$ cat src/design/tlr_pkg.sv
// thick line rasterizer package: field widths, line state and result types
// no dependencies; imported by every module of the block

package tlr_pkg;

    localparam int COORD_BITS = 9;
    localparam int THICK_BITS = 8;
    localparam int COLOR_BITS = 16;
    localparam int WIN_BITS   = 10;
    localparam int COUNT_BITS = 17;
    localparam int DEC_BITS   = COORD_BITS + 4;
    localparam int IN_BITS    = 4 * COORD_BITS + THICK_BITS + COLOR_BITS;
    localparam int IN_BYTES   = (IN_BITS + 7) / 8;
    localparam int OUT_BITS   = 4 * WIN_BITS + COUNT_BITS + COLOR_BITS;
    localparam int OUT_BYTES  = (OUT_BITS + 7) / 8;

    // action codes carried on the input tuser
    localparam logic ACT_LOAD = 1'b0;
    localparam logic ACT_STEP = 1'b1;

    typedef logic [COORD_BITS-1:0] t_coord;
    typedef logic [WIN_BITS-1:0]   t_win_coord;

    typedef struct packed {
        t_win_coord col_first;
        t_win_coord row_first;
        t_win_coord col_last;
        t_win_coord row_last;
    } t_window;

    typedef struct packed {
        logic                        straight;
        logic                        major_is_y;
        t_coord                      cur_major;
        t_coord                      cur_minor;
        t_coord                      major_end;
        logic                        minor_neg;
        t_coord                      d_major;
        t_coord                      d_minor;
        logic signed [DEC_BITS-1:0]  decision;
        t_window                     span;
    } t_line;

    typedef struct packed {
        t_window                 win;
        logic [COUNT_BITS-1:0]   count;
        logic                    last;
    } t_result;

endpackage

$ cat src/design/tlr_line_setup.sv
// line setup: straight-span window or bresenham start state from two end points
// depends on tlr_pkg

module tlr_line_setup
    import tlr_pkg::*;
(
    input  t_coord                i_x0,
    input  t_coord                i_y0,
    input  t_coord                i_x1,
    input  t_coord                i_y1,
    input  logic [THICK_BITS-1:0] i_thick,
    output t_line                 o_line
);

    t_coord     adx;
    t_coord     ady;
    t_coord     lo;
    t_coord     hi;
    t_coord     sx0;
    t_coord     sy0;
    t_coord     sx1;
    t_coord     sy1;
    logic       y_major;
    t_win_coord w_minus1;

    always_comb begin
        adx      = (i_x0 > i_x1) ? (i_x0 - i_x1) : (i_x1 - i_x0);
        ady      = (i_y0 > i_y1) ? (i_y0 - i_y1) : (i_y1 - i_y0);
        y_major  = (ady >= adx);
        w_minus1 = WIN_BITS'(i_thick) - WIN_BITS'(1);

        o_line          = '0;
        o_line.straight = (i_x0 == i_x1) || (i_y0 == i_y1);

        // straight span window, ends put in order
        if (i_x0 == i_x1) begin
            lo = (i_y0 < i_y1) ? i_y0 : i_y1;
            hi = (i_y0 < i_y1) ? i_y1 : i_y0;
            o_line.span.col_first = WIN_BITS'(i_x0);
            o_line.span.row_first = WIN_BITS'(lo);
            o_line.span.col_last  = WIN_BITS'(i_x0) + w_minus1;
            o_line.span.row_last  = WIN_BITS'(hi);
        end else begin
            lo = (i_x0 < i_x1) ? i_x0 : i_x1;
            hi = (i_x0 < i_x1) ? i_x1 : i_x0;
            o_line.span.col_first = WIN_BITS'(lo);
            o_line.span.row_first = WIN_BITS'(i_y0);
            o_line.span.col_last  = WIN_BITS'(hi);
            o_line.span.row_last  = WIN_BITS'(i_y0) + w_minus1;
        end

        // swap ends so the run climbs the major axis
        if ((y_major && (i_y0 > i_y1)) || (!y_major && (i_x0 > i_x1))) begin
            sx0 = i_x1; sy0 = i_y1; sx1 = i_x0; sy1 = i_y0;
        end else begin
            sx0 = i_x0; sy0 = i_y0; sx1 = i_x1; sy1 = i_y1;
        end

        o_line.major_is_y = (i_x0 == i_x1) ? 1'b1 : ((i_y0 == i_y1) ? 1'b0 : y_major);
        if (y_major) begin
            o_line.cur_major = sy0;
            o_line.major_end = sy1;
            o_line.cur_minor = sx0;
            o_line.minor_neg = (sx1 < sx0);
            o_line.d_major   = sy1 - sy0;
            o_line.d_minor   = adx;
        end else begin
            o_line.cur_major = sx0;
            o_line.major_end = sx1;
            o_line.cur_minor = sy0;
            o_line.minor_neg = (sy1 < sy0);
            o_line.d_major   = sx1 - sx0;
            o_line.d_minor   = ady;
        end
        o_line.decision = $signed(DEC_BITS'({o_line.d_minor, 1'b0}))
                        - $signed(DEC_BITS'(o_line.d_major));
    end

endmodule

$ cat src/design/tlr_step_unit.sv
// step unit: current window, pixel count and the next bresenham state
// depends on tlr_pkg

module tlr_step_unit
    import tlr_pkg::*;
(
    input  t_line                 i_line,
    input  logic [THICK_BITS-1:0] i_thick,
    output t_result               o_result,
    output t_line                 o_next,
    output logic                  o_done
);

    t_coord                         col;
    t_coord                         row;
    logic                           at_end;
    t_win_coord                     span_len;
    t_win_coord                     mul_b;
    t_win_coord                     w_minus1;
    logic [THICK_BITS+WIN_BITS-1:0] product;
    logic signed [DEC_BITS-1:0]     two_dmin;
    logic signed [DEC_BITS-1:0]     two_dmaj;

    always_comb begin
        col      = i_line.major_is_y ? i_line.cur_minor : i_line.cur_major;
        row      = i_line.major_is_y ? i_line.cur_major : i_line.cur_minor;
        at_end   = (i_line.cur_major == i_line.major_end);
        w_minus1 = WIN_BITS'(i_thick) - WIN_BITS'(1);
        span_len = i_line.major_is_y
                 ? (i_line.span.row_last - i_line.span.row_first + WIN_BITS'(1))
                 : (i_line.span.col_last - i_line.span.col_first + WIN_BITS'(1));

        // one shared multiplier: width by span or width by width
        mul_b   = i_line.straight ? span_len : WIN_BITS'(i_thick);
        product = (THICK_BITS+WIN_BITS)'(i_thick) * (THICK_BITS+WIN_BITS)'(mul_b);

        o_result.count = product[COUNT_BITS-1:0];
        if (i_line.straight) begin
            o_result.win  = i_line.span;
            o_result.last = 1'b1;
        end else begin
            o_result.win.col_first = WIN_BITS'(col);
            o_result.win.row_first = WIN_BITS'(row);
            o_result.win.col_last  = WIN_BITS'(col) + w_minus1;
            o_result.win.row_last  = WIN_BITS'(row) + w_minus1;
            o_result.last          = at_end;
        end
        o_done = i_line.straight || at_end;

        two_dmin = $signed(DEC_BITS'({i_line.d_minor, 1'b0}));
        two_dmaj = $signed(DEC_BITS'({i_line.d_major, 1'b0}));

        o_next          = i_line;
        o_next.straight = 1'b0;
        if (!o_done) begin
            if (i_line.decision > 0) begin
                o_next.cur_minor = i_line.minor_neg ? (i_line.cur_minor - 1'b1)
                                                    : (i_line.cur_minor + 1'b1);
                o_next.decision  = i_line.decision - two_dmaj + two_dmin;
            end else begin
                o_next.decision  = i_line.decision + two_dmin;
            end
            o_next.cur_major = i_line.cur_major + 1'b1;
        end
    end

endmodule

$ cat src/design/thick_line_rasterizer_top.sv
// thick line rasterizer top: input register, line state, output register
// depends on tlr_pkg, tlr_line_setup, tlr_step_unit
// a step transfer's window goes through the input register and then the output register before m_axis shows it
// throughput: one item per cycle; while a window waits on m_axis_tready, loads and idle
// steps keep flowing, a step that makes a window waits in the input register
// reset (i_rst_n low, synchronous) empties both registers and ends any line in progress

module thick_line_rasterizer_top
    import tlr_pkg::*;
(
    input  logic                   i_clk,
    input  logic                   i_rst_n,
    input  logic                   s_axis_tvalid,
    output logic                   s_axis_tready,
    // start_x, start_y, end_x, end_y, thickness, pen_color, zero fill
    input  logic [8*IN_BYTES-1:0]  s_axis_tdata,
    // action
    input  logic                   s_axis_tuser,
    output logic                   m_axis_tvalid,
    input  logic                   m_axis_tready,
    // win_col_first, win_row_first, win_col_last, win_row_last, fill_count,
    // fill_color, zero fill
    output logic [8*OUT_BYTES-1:0] m_axis_tdata,
    // last_window
    output logic                   m_axis_tlast
);

    logic                    r_in_valid;
    logic                    r_in_action;
    logic [IN_BITS-1:0]      r_in_data;
    logic                    r_busy;
    t_line                   r_line;
    logic [THICK_BITS-1:0]   r_thick;
    logic [COLOR_BITS-1:0]   r_color;
    logic                    r_out_valid;
    logic [8*OUT_BYTES-1:0]  r_out_data;
    logic                    r_out_last;

    t_line   setup_line;
    t_line   step_next;
    t_result step_res;
    logic    step_done;
    logic    produce;
    logic    advance;

    tlr_line_setup u_setup (
        .i_x0    (r_in_data[COORD_BITS-1:0]),
        .i_y0    (r_in_data[2*COORD_BITS-1:COORD_BITS]),
        .i_x1    (r_in_data[3*COORD_BITS-1:2*COORD_BITS]),
        .i_y1    (r_in_data[4*COORD_BITS-1:3*COORD_BITS]),
        .i_thick (r_in_data[4*COORD_BITS+THICK_BITS-1:4*COORD_BITS]),
        .o_line  (setup_line)
    );

    tlr_step_unit u_step (
        .i_line   (r_line),
        .i_thick  (r_thick),
        .o_result (step_res),
        .o_next   (step_next),
        .o_done   (step_done)
    );

    assign produce       = (r_in_action == ACT_STEP) && r_busy;
    assign advance       = r_in_valid && (!produce || !r_out_valid || m_axis_tready);
    assign s_axis_tready = !r_in_valid || advance;
    assign m_axis_tvalid = r_out_valid;
    assign m_axis_tdata  = r_out_data;
    assign m_axis_tlast  = r_out_last;

    always_ff @(posedge i_clk) begin
        if (!i_rst_n) begin
            r_in_valid  <= 1'b0;
            r_busy      <= 1'b0;
            r_out_valid <= 1'b0;
            r_line      <= '0;
            r_thick     <= THICK_BITS'(1);
            r_color     <= '0;
        end else begin
            if (s_axis_tready) begin
                r_in_valid <= s_axis_tvalid;
            end

            if (advance) begin
                if (r_in_action == ACT_LOAD) begin
                    r_busy  <= 1'b1;
                    r_line  <= setup_line;
                    r_thick <= r_in_data[4*COORD_BITS+THICK_BITS-1:4*COORD_BITS];
                    r_color <= r_in_data[IN_BITS-1:4*COORD_BITS+THICK_BITS];
                end else if (r_busy) begin
                    r_line <= step_next;
                    r_busy <= !step_done;
                end
            end

            if (advance && produce) begin
                r_out_valid <= 1'b1;
            end else if (m_axis_tready) begin
                r_out_valid <= 1'b0;
            end
        end
    end

    // payload registers
    always_ff @(posedge i_clk) begin
        if (s_axis_tvalid && s_axis_tready) begin
            r_in_action <= s_axis_tuser;
            r_in_data   <= s_axis_tdata[IN_BITS-1:0];
        end
        if (advance && produce) begin
            r_out_data <= {(8*OUT_BYTES-OUT_BITS)'(0), r_color, step_res.count,
                           step_res.win.row_last, step_res.win.col_last,
                           step_res.win.row_first, step_res.win.col_first};
            r_out_last <= step_res.last;
        end
    end

    // a straight span is only pending inside an active line
    a_straight_busy: assert property (@(posedge i_clk) disable iff (!i_rst_n)
        r_line.straight |-> r_busy)
        else $error("straight span pending with no active line");

    // input side only stalls while the input register holds an item
    a_stall_held: assert property (@(posedge i_clk) disable iff (!i_rst_n)
        !s_axis_tready |-> r_in_valid)
        else $error("input stalled with empty input register");

    // bresenham run never passes its end point
    a_major_bound: assert property (@(posedge i_clk) disable iff (!i_rst_n)
        (r_busy && !r_line.straight) |-> (r_line.cur_major <= r_line.major_end))
        else $error("major coordinate passed line end");

endmodule

$ cat config.mk
export PLATFORM = sky130hd
export DESIGN_NAME = thick_line_rasterizer_top
export DESIGN_NICKNAME = d
export VERILOG_FILES = /design/src/design/tlr_pkg.sv /design/src/design/tlr_line_setup.sv /design/src/design/tlr_step_unit.sv /design/src/design/thick_line_rasterizer_top.sv
export SDC_FILE = /design/constraint.sdc
export NUM_CORES = 1
export LEC_CHECK = 0
export BUFFER_PORTS_ARGS = -buffer_cell sky130_fd_sc_hd__buf_2
export CORE_ASPECT_RATIO = 1.25
export CORE_MARGIN = 4
export CORE_UTILIZATION = 50
export CTS_CLUSTER_SIZE = 28
export DETAILED_ROUTE_END_ITERATION = 16
export GPL_ROUTABILITY_DRIVEN = 0
export PLACE_DENSITY = 0.76
export SYNTH_ARGS = -nofsm -noshare
export SYNTH_HDL_FRONTEND = slang
export SYNTH_SLANG_ARGS = --single-unit
$ cat constraint.sdc
create_clock -name i_clk -period 8.4 [get_ports i_clk]
set_input_delay 0.42 -clock i_clk [delete_from_list [all_inputs] [get_ports i_clk]]
set_output_delay 0.42 -clock i_clk [all_outputs]
set_load 0.02 [all_outputs]
==> impl_metrics.py, run 1 <==
metrics = {
    "status": {
        "status": "complete, no violations",
    },
    "sta": {
        "fmax_mhz": 124,
        "fin_crit_sh": 0.962,
        "fin_ws_ns": 0.316,
        "finalSetupTns_ns": 0,
        "layout_min_cycle_time_ns": 8.08,
        "setup_violations": 0,
        "worst_clock_skew_ns": 0.0269,
        "whs_ns": 0.0327,
        "final_max_slew_viol_count": 0,
        "worst_pin_slew_ns": 1.13,
        "final_hold_viol_count": 0,
        "relSlewSlack": 0.243,
    },
    "worst_setup_path": {
        "worstPathArrival_ns": 8.57,
        "r2r_start": "r_in_data[11]$_DFFE_PP_",
        "path_class": "flop to flop",
        "slowest_stage": "edfxtp_1",
        "critPathMaxFanout": 11,
        "critPathMaxStageDelay_ns": 0.60,
        "reg2reg_slack_ns": 0.32,
        "cpMostUsedCell": "a21oi_1",
        "cp-end-kind": "flop",
        "critPathLaunch": "r_in_data[11]$_DFFE_PP_",
        "critPathCapture": "r_line[51]$_SDFFE_PN0P_",
        "r2r-end": "r_line[51]$_SDFFE_PN0P_",
        "worst_setup_path_start_kind": "flop",
        "cp.required_ns": 8.89,
        "reg2reg_depth": 31,
    },
    "placed_design": {
        "dpl_worst_slack_ns": 0.489,
        "dpl.hpwl_um": 43400,
        "portBuffers": 138,
    },
    "finish": {
        "drive_gt1_frac": 0.122,
        "area_growth_pct": 10.7,
        "most-common-layout-cells": "nand2_1 (284), inv_1 (210), ha_1 (189)",
        "fin_nets": 2707,
        "utilization": 0.562,
        "final_common_cell": "nand2_1",
    },
    "floorplanning": {
        "die-area_sq_um": 44100,
        "ioPinCount": 152,
        "die_w_um": 189,
        "start_util": 0.508,
        "core.rowCount": 82,
        "die_h_um": 234,
        "core_sq_um": 40200,
    },
    "cts": {
        "cts-root-buf": "clkbuf_16",
        "htreeDepth": 1,
        "cts_tree": "yes",
        "cts.path.max_buffers": 3,
        "cts.sinks": 259,
        "cts_made_buffers": 28,
        "path_clk_slew_ns": 0.07,
        "clk_latency_ns": 0.56,
        "cts_hold_buffers": 0,
    },
    "synthesis": {
        "netlist_area_sq_um": 20400,
        "synth_seq_area_share": 0.319,
        "yosys_warnings": 0,
        "synthFlopType": "edfxtp_1",
        "synth_seq_cells": 259,
        "avgSynthCellArea_sq_um": 8.94,
        "synth_edf_count": 133,
        "netlist_instances": 2283,
        "ys_types": 83,
        "async_reset_ff_frac": 0,
    },
    "route": {
        "first_iter_violations": 1667,
        "vias": 17400,
        "final_antenna_net_count": 0,
        "dr.pass1.iters": 6,
        "wl_per_cell_um": 19.3,
        "drt-total-wl_um": 56800,
        "vias_per_cell": 5.90,
        "drc": 0,
    },
    "grt": {
        "grt_max_degree": 86,
        "grt_pass1_vias": 16700,
        "grtUsageTotal": 0.246,
        "antenna_found_initial": 0,
        "grt_pass1_wl_um": 87600,
        "grt.overflow.total": 0,
    },
    "power": {
        "peakVddDrop_mv": 0.185,
        "cellPowerDensity_nw_per_um2": 210,
        "p_leak_uw": 0.0101,
    },
    "flow_run": {
        "maxCapViolCount": 0,
    },
    "min_path": {
        "hold_class": "input pin to flop",
    },
}
[worst max-delay path: cells and delay by family, from the launching register on]
family	cells	cell delay (ns)
and+or+nand+nor	10	2.59
adders and majority gates	3	1.10
AOI/OAI and AO/OA	14	2.95
DFF	1	0.60
xor gates and xnor gates	1	0.21
buffers and inverters	3	0.56
[sequential cells by signal, indices dropped and copies added, names as in the netlist]
register,flops
m_axis_tdata,71
r_in_data,60
r_thick,8
m_axis_tlast,1
r_in_action,1
r_busy,1
r_line,99
m_axis_tvalid,1
r_color,16
r_in_valid,1
[cell type report]
type	count	area [sq um]
Fill cell	3563	17600
Multi-Input combinational cell	1702	12700
Sequential cell	259	6520
Timing Repair Buffer	176	978
Clock buffer	39	798
Inverter	211	792
Tap cell	546	683
Clock inverter	13	121
Antenna cell	1	2.50
[kinds of logic (layout without fill, tap and decap cells)]
logic type / after synthesis / in the layout / share of synthesized area
AO/OA/AOI/OAI: 589 / 589 / 0.194
multiplexers: 68 / 68 / 0.0353
adder cells (fa/ha/maj): 260 / 260 / 0.185
flip-flops: 259 / 259 / 0.319
other: 1 / 10 / 0.000184
buffers and inverters: 330 / 439 / 0.0639
AND/OR/NAND/NOR: 650 / 650 / 0.148
XOR/XNOR: 126 / 126 / 0.0541
[layer usage]
metal / wire length, um / part of all wire / track usage
met5: 0 / 0 / 0
met4: 3780 / 0.066 / 0.145
met3: 4180 / 0.074 / 0.0320
met2: 26800 / 0.47 / 0.415
met1: 22100 / 0.39 / 0.305
[metrics by stage]
step	cell area, sq um	power (uW)	std cells
after floorplan	20400	2950	2291
after global placement	21600	3440	2892
after detailed placement	21600	3490	2892
after CTS	22500	4730	2944
after global routing	22600	5010	2946
final	22600	4750	2947
[synthesized netlist by cell type (36+ instances only)]
cell,number,share of area
nand2_1,285,0.052
edfxtp_1,133,0.20
and2_1,47,0.014
ha_1,190,0.12
nor2b_1,40,0.012
mux2i_1,36,0.018
o211ai_1,53,0.019
o21ai_0,125,0.031
clkbuf_1,87,0.016
fa_1,70,0.069
inv_1,210,0.039
xor2_1,38,0.016
xnor2_1,88,0.038
a21oi_1,128,0.031
dfxtp_1,126,0.12
nor2_1,131,0.024
a21boi_0,64,0.024
[how the worst min path moves through the flow]
stage / start / to / slack, ns / cells after the start
final: s_axis_tdata[32] / r_in_data[32]$_DFFE_PP_ / 0.03 / 1
after CTS: s_axis_tdata[33] / r_in_data[33]$_DFFE_PP_ / 0.01 / 1
after global placement: r_color[7]$_SDFFE_PN0P_ / m_axis_tdata[64]$_DFFE_PP_ / 0.41 / 0
after floorplan: r_color[0]$_SDFFE_PN0P_ / m_axis_tdata[57]$_DFFE_PP_ / 0.41 / 0
after detailed placement: r_color[8]$_SDFFE_PN0P_ / m_axis_tdata[65]$_DFFE_PP_ / 0.41 / 0
after global routing: s_axis_tdata[26] / r_in_data[26]$_DFFE_PP_ / 0.02 / 1
[power breakdown]
| group | internal [uW] | total (uW) | switching, uW |
|---|---|---|---|
| Sequential | 1390 | 1460 | 65.2 |
| Combinational | 803 | 2070 | 1260 |
| Clock | 702 | 1230 | 524 |
[timing repair]
item,CTS,global route
endpoints found under the hold margin,0,0
setup buffers,0,2
resized for setup,0,6
endpoints found under the setup margin,0,4
Note: power is estimated with default switching activity, not from simulation.
==> run 2, diff against run 1 <==
- ABC_AREA: default -> 1
==> impl_metrics.py, run 2 <==
metrics = {
    "finish": {
        "final_common_cell": "nand2_1",
        "drive_gt1_frac": 0.0851,
        "most-common-layout-cells": "nand2_1 (538), inv_1 (399), o21ai_0 (223)",
        "utilization": 0.568,
        "fin_nets": 3058,
        "area_growth_pct": 11.3,
        "fin_cells": 3248,
        "antenna_cells": 0,
        "regMostFlops": "r_line",
        "largest_register_ffs": 99,
    },
    "synthesis": {
        "yosys.area.top_type": "edfxtp_1",
        "synth_compound_area_frac": 0.167,
        "netlist_instances": 2612,
        "synth_xor_xnor_area_share": 0.0340,
        "netlist_area_sq_um": 20100,
        "netlist_top_cells_count": "nand2_1 (538), inv_1 (401), o21ai_0 (223), a21oi_1 (213), ha_1 (190)",
        "yosysTopAreaCellShare": 0.199,
        "synthAdderAreaFrac": 0.188,
        "synth_seq_cells": 259,
        "synth_seq_area_share": 0.324,
        "avgSynthCellArea_sq_um": 7.70,
        "ys_types": 54,
        "synth-simple-area-share": 0.185,
        "synth_edf_count": 133,
        "synth.most_common_cell": "nand2_1",
        "synth.area.top_cells": "edfxtp_1 (20%), dfxtp_1 (13%), ha_1 (12%), nand2_1 (10%), inv_1 (7.5%)",
        "yosys-mux-area-fraction": 0.00199,
        "async_reset_ff_frac": 0,
        "synth_top_family_by_area": "adder cells",
        "yosys_warnings": 0,
        "synthFlopType": "edfxtp_1",
    },
    "cts": {
        "cts_made_buffers": 27,
        "cts-root-buf": "clkbuf_16",
        "cts_tree": "yes",
        "htreeDepth": 1,
        "post_cts_buffers": 0,
        "path_clk_slew_ns": 0.07,
        "cts.sinks": 259,
        "clk_latency_ns": 0.58,
        "cts.path.max_buffers": 3,
    },
    "route": {
        "final_antenna_net_count": 0,
        "drc": 0,
        "wl_met3_um": 4860,
        "first_iter_violations": 1817,
        "met1Wirelength_um": 22700,
        "routed-wl-met2_um": 27100,
        "dr.pass1.iters": 7,
        "vias": 18500,
        "wl_per_cell_um": 17.7,
        "vias_per_cell": 5.68,
        "highest_layer": "met4",
        "drt-total-wl_um": 57600,
    },
    "placed_design": {
        "dp_cells": 3165,
        "dpl_worst_slack_ns": 0.863,
        "dpl.hpwl_um": 43800,
        "portBuffers": 138,
    },
    "sta": {
        "layout_min_cycle_time_ns": 7.41,
        "final_max_slew_viol_count": 0,
        "worst_clock_skew_ns": 0.0198,
        "fmax_mhz": 135,
        "relSlewSlack": 0.308,
        "fin_crit_sh": 0.882,
        "final_hold_viol_count": 0,
        "fin_ws_ns": 0.994,
        "rsz0062_at_grt": "false",
        "worst_pin_slew_ns": 1.04,
        "finalSetupTns_ns": 0,
        "setup_violations": 0,
    },
    "floorplanning": {
        "die_h_um": 232,
        "ioPinCount": 152,
        "start_util": 0.510,
        "core.rowCount": 81,
        "die_w_um": 187,
        "core_sq_um": 39400,
        "die-area_sq_um": 43500,
    },
    "power": {
        "cellPowerDensity_nw_per_um2": 224,
        "total_power_uw": 5010,
        "peakVddDrop_mv": 0.169,
        "p_leak_uw": 0.0108,
    },
    "worst_setup_path": {
        "cpMostUsedCell": "nand2_1",
        "cp-end-kind": "flop",
        "worstPathArrival_ns": 7.92,
        "critPathMaxStageDelay_ns": 0.61,
        "cp.required_ns": 8.92,
        "critPathMaxFanout": 51,
        "worst_setup_path_start_kind": "flop",
        "slowest_stage": "edfxtp_1",
        "path_class": "flop to flop",
    },
    "grt": {
        "grtUsageTotal": 0.256,
        "grt.overflow.total": 0,
        "grt_pass1_vias": 17600,
        "antenna_found_initial": 0,
        "grt_pass1_wl_um": 91000,
        "grt_max_degree": 96,
    },
    "min_path": {
        "hold_class": "input pin to flop",
    },
    "status": {
        "status": "complete, no violations",
    },
    "flow_run": {
        "maxCapViolCount": 0,
    },
}
-- run 2: cell count changes after synthesis, sizes merged, moves of 32 or more --
cell    delta
a21boi    -66
a21oi     +86
and2      -38
inv      +196
mux2      -32
mux2i     -32
nand2    +263
nand3     +97
nor2      +53
nor2b     -40
o21ai    +107
xnor2     -74
-- run 2: through the flow --
step | hold WS, ns | area, sq um
2_1_floorplan | 0.403 | 20100
4_1_cts | 0.00000633 | 22400
5_1_grt | 0.00654 | 22400
3_5_place_dp | 0.410 | 21100
6_report | 0.0186 | 22400
3_3_place_gp | 0.409 | 21100
-- run 2: cell families (layout without fill, tap and decap cells) --
kind of cell | count (synthesis) | after routing
and+or+nand+nor | 903 | 903
DFF | 259 | 259
buffers and inverters | 513 | 643
xor gates and xnor gates | 78 | 78
muxes | 4 | 4
other | 1 | 9
adders and majority gates | 260 | 260
AOI/OAI and AO/OA | 594 | 594
-- run 2: layout make-up --
type                            instances  area (sq um)
Inverter                              410          1540
Sequential cell                       259          6520
Tap cell                              498           623
Timing Repair Buffer                  183          1110
Clock buffer                           36           815
Clock inverter                         14           153
Multi-Input combinational cell       1848         11600
Fill cell                            3473         17000
-- run 2: worst paths after layout --
| kind | startpoint | endpoint | slack [ns] | cells after the start |
|---|---|---|---|---|
| max | r_in_data[10]$_DFFE_PP_ | r_line[50]$_SDFFE_PN0P_ | 0.99 | 39 |
| min | s_axis_tuser | r_in_action$_DFFE_PP_ | 0.02 | 1 |
| max reg2reg | r_in_data[10]$_DFFE_PP_ | r_line[50]$_SDFFE_PN0P_ | 0.99 | 39 |
| min reg2reg | r_color[13]$_SDFFE_PN0P_ | m_axis_tdata[70]$_DFFE_PP_ | 0.42 | 0 |
-- run 2: what timing repair did --
item / 4_1_cts / 5_1_grt
setup endpoints to repair: 0 / 4
endpoints found under the hold margin: 33 / 0
resized for setup: 0 / 2
hold buffers: 33 / 0
-- run 2: where the power goes --
| part | switching, uW | leakage (uW) | internal, uW |
|---|---|---|---|
| clock network | 533 | 0.000477 | 751 |
| registers | 67.2 | 0.00232 | 1410 |
| logic | 1520 | 0.00802 | 735 |
-- run 2: critical path: cells and delay by family (launching register included) --
family                   cells  cell delay (ns)
AO/OA/AOI/OAI                6             0.83
AND/OR/NAND/NOR             23             3.27
adder cells (fa/ha/maj)      4             1.52
buffers and inverters        4             0.55
flip-flops                   1             0.61
XOR/XNOR                     1             0.37
multiplexers                 1             0.16
-- run 2: metal layers --
layer / track usage / vias up
li1: - / 8848
met1: 0.325 / 8513
met2: 0.437 / 891
met3: 0.0302 / 205
met4: 0.122 / 0
met5: 0 / -
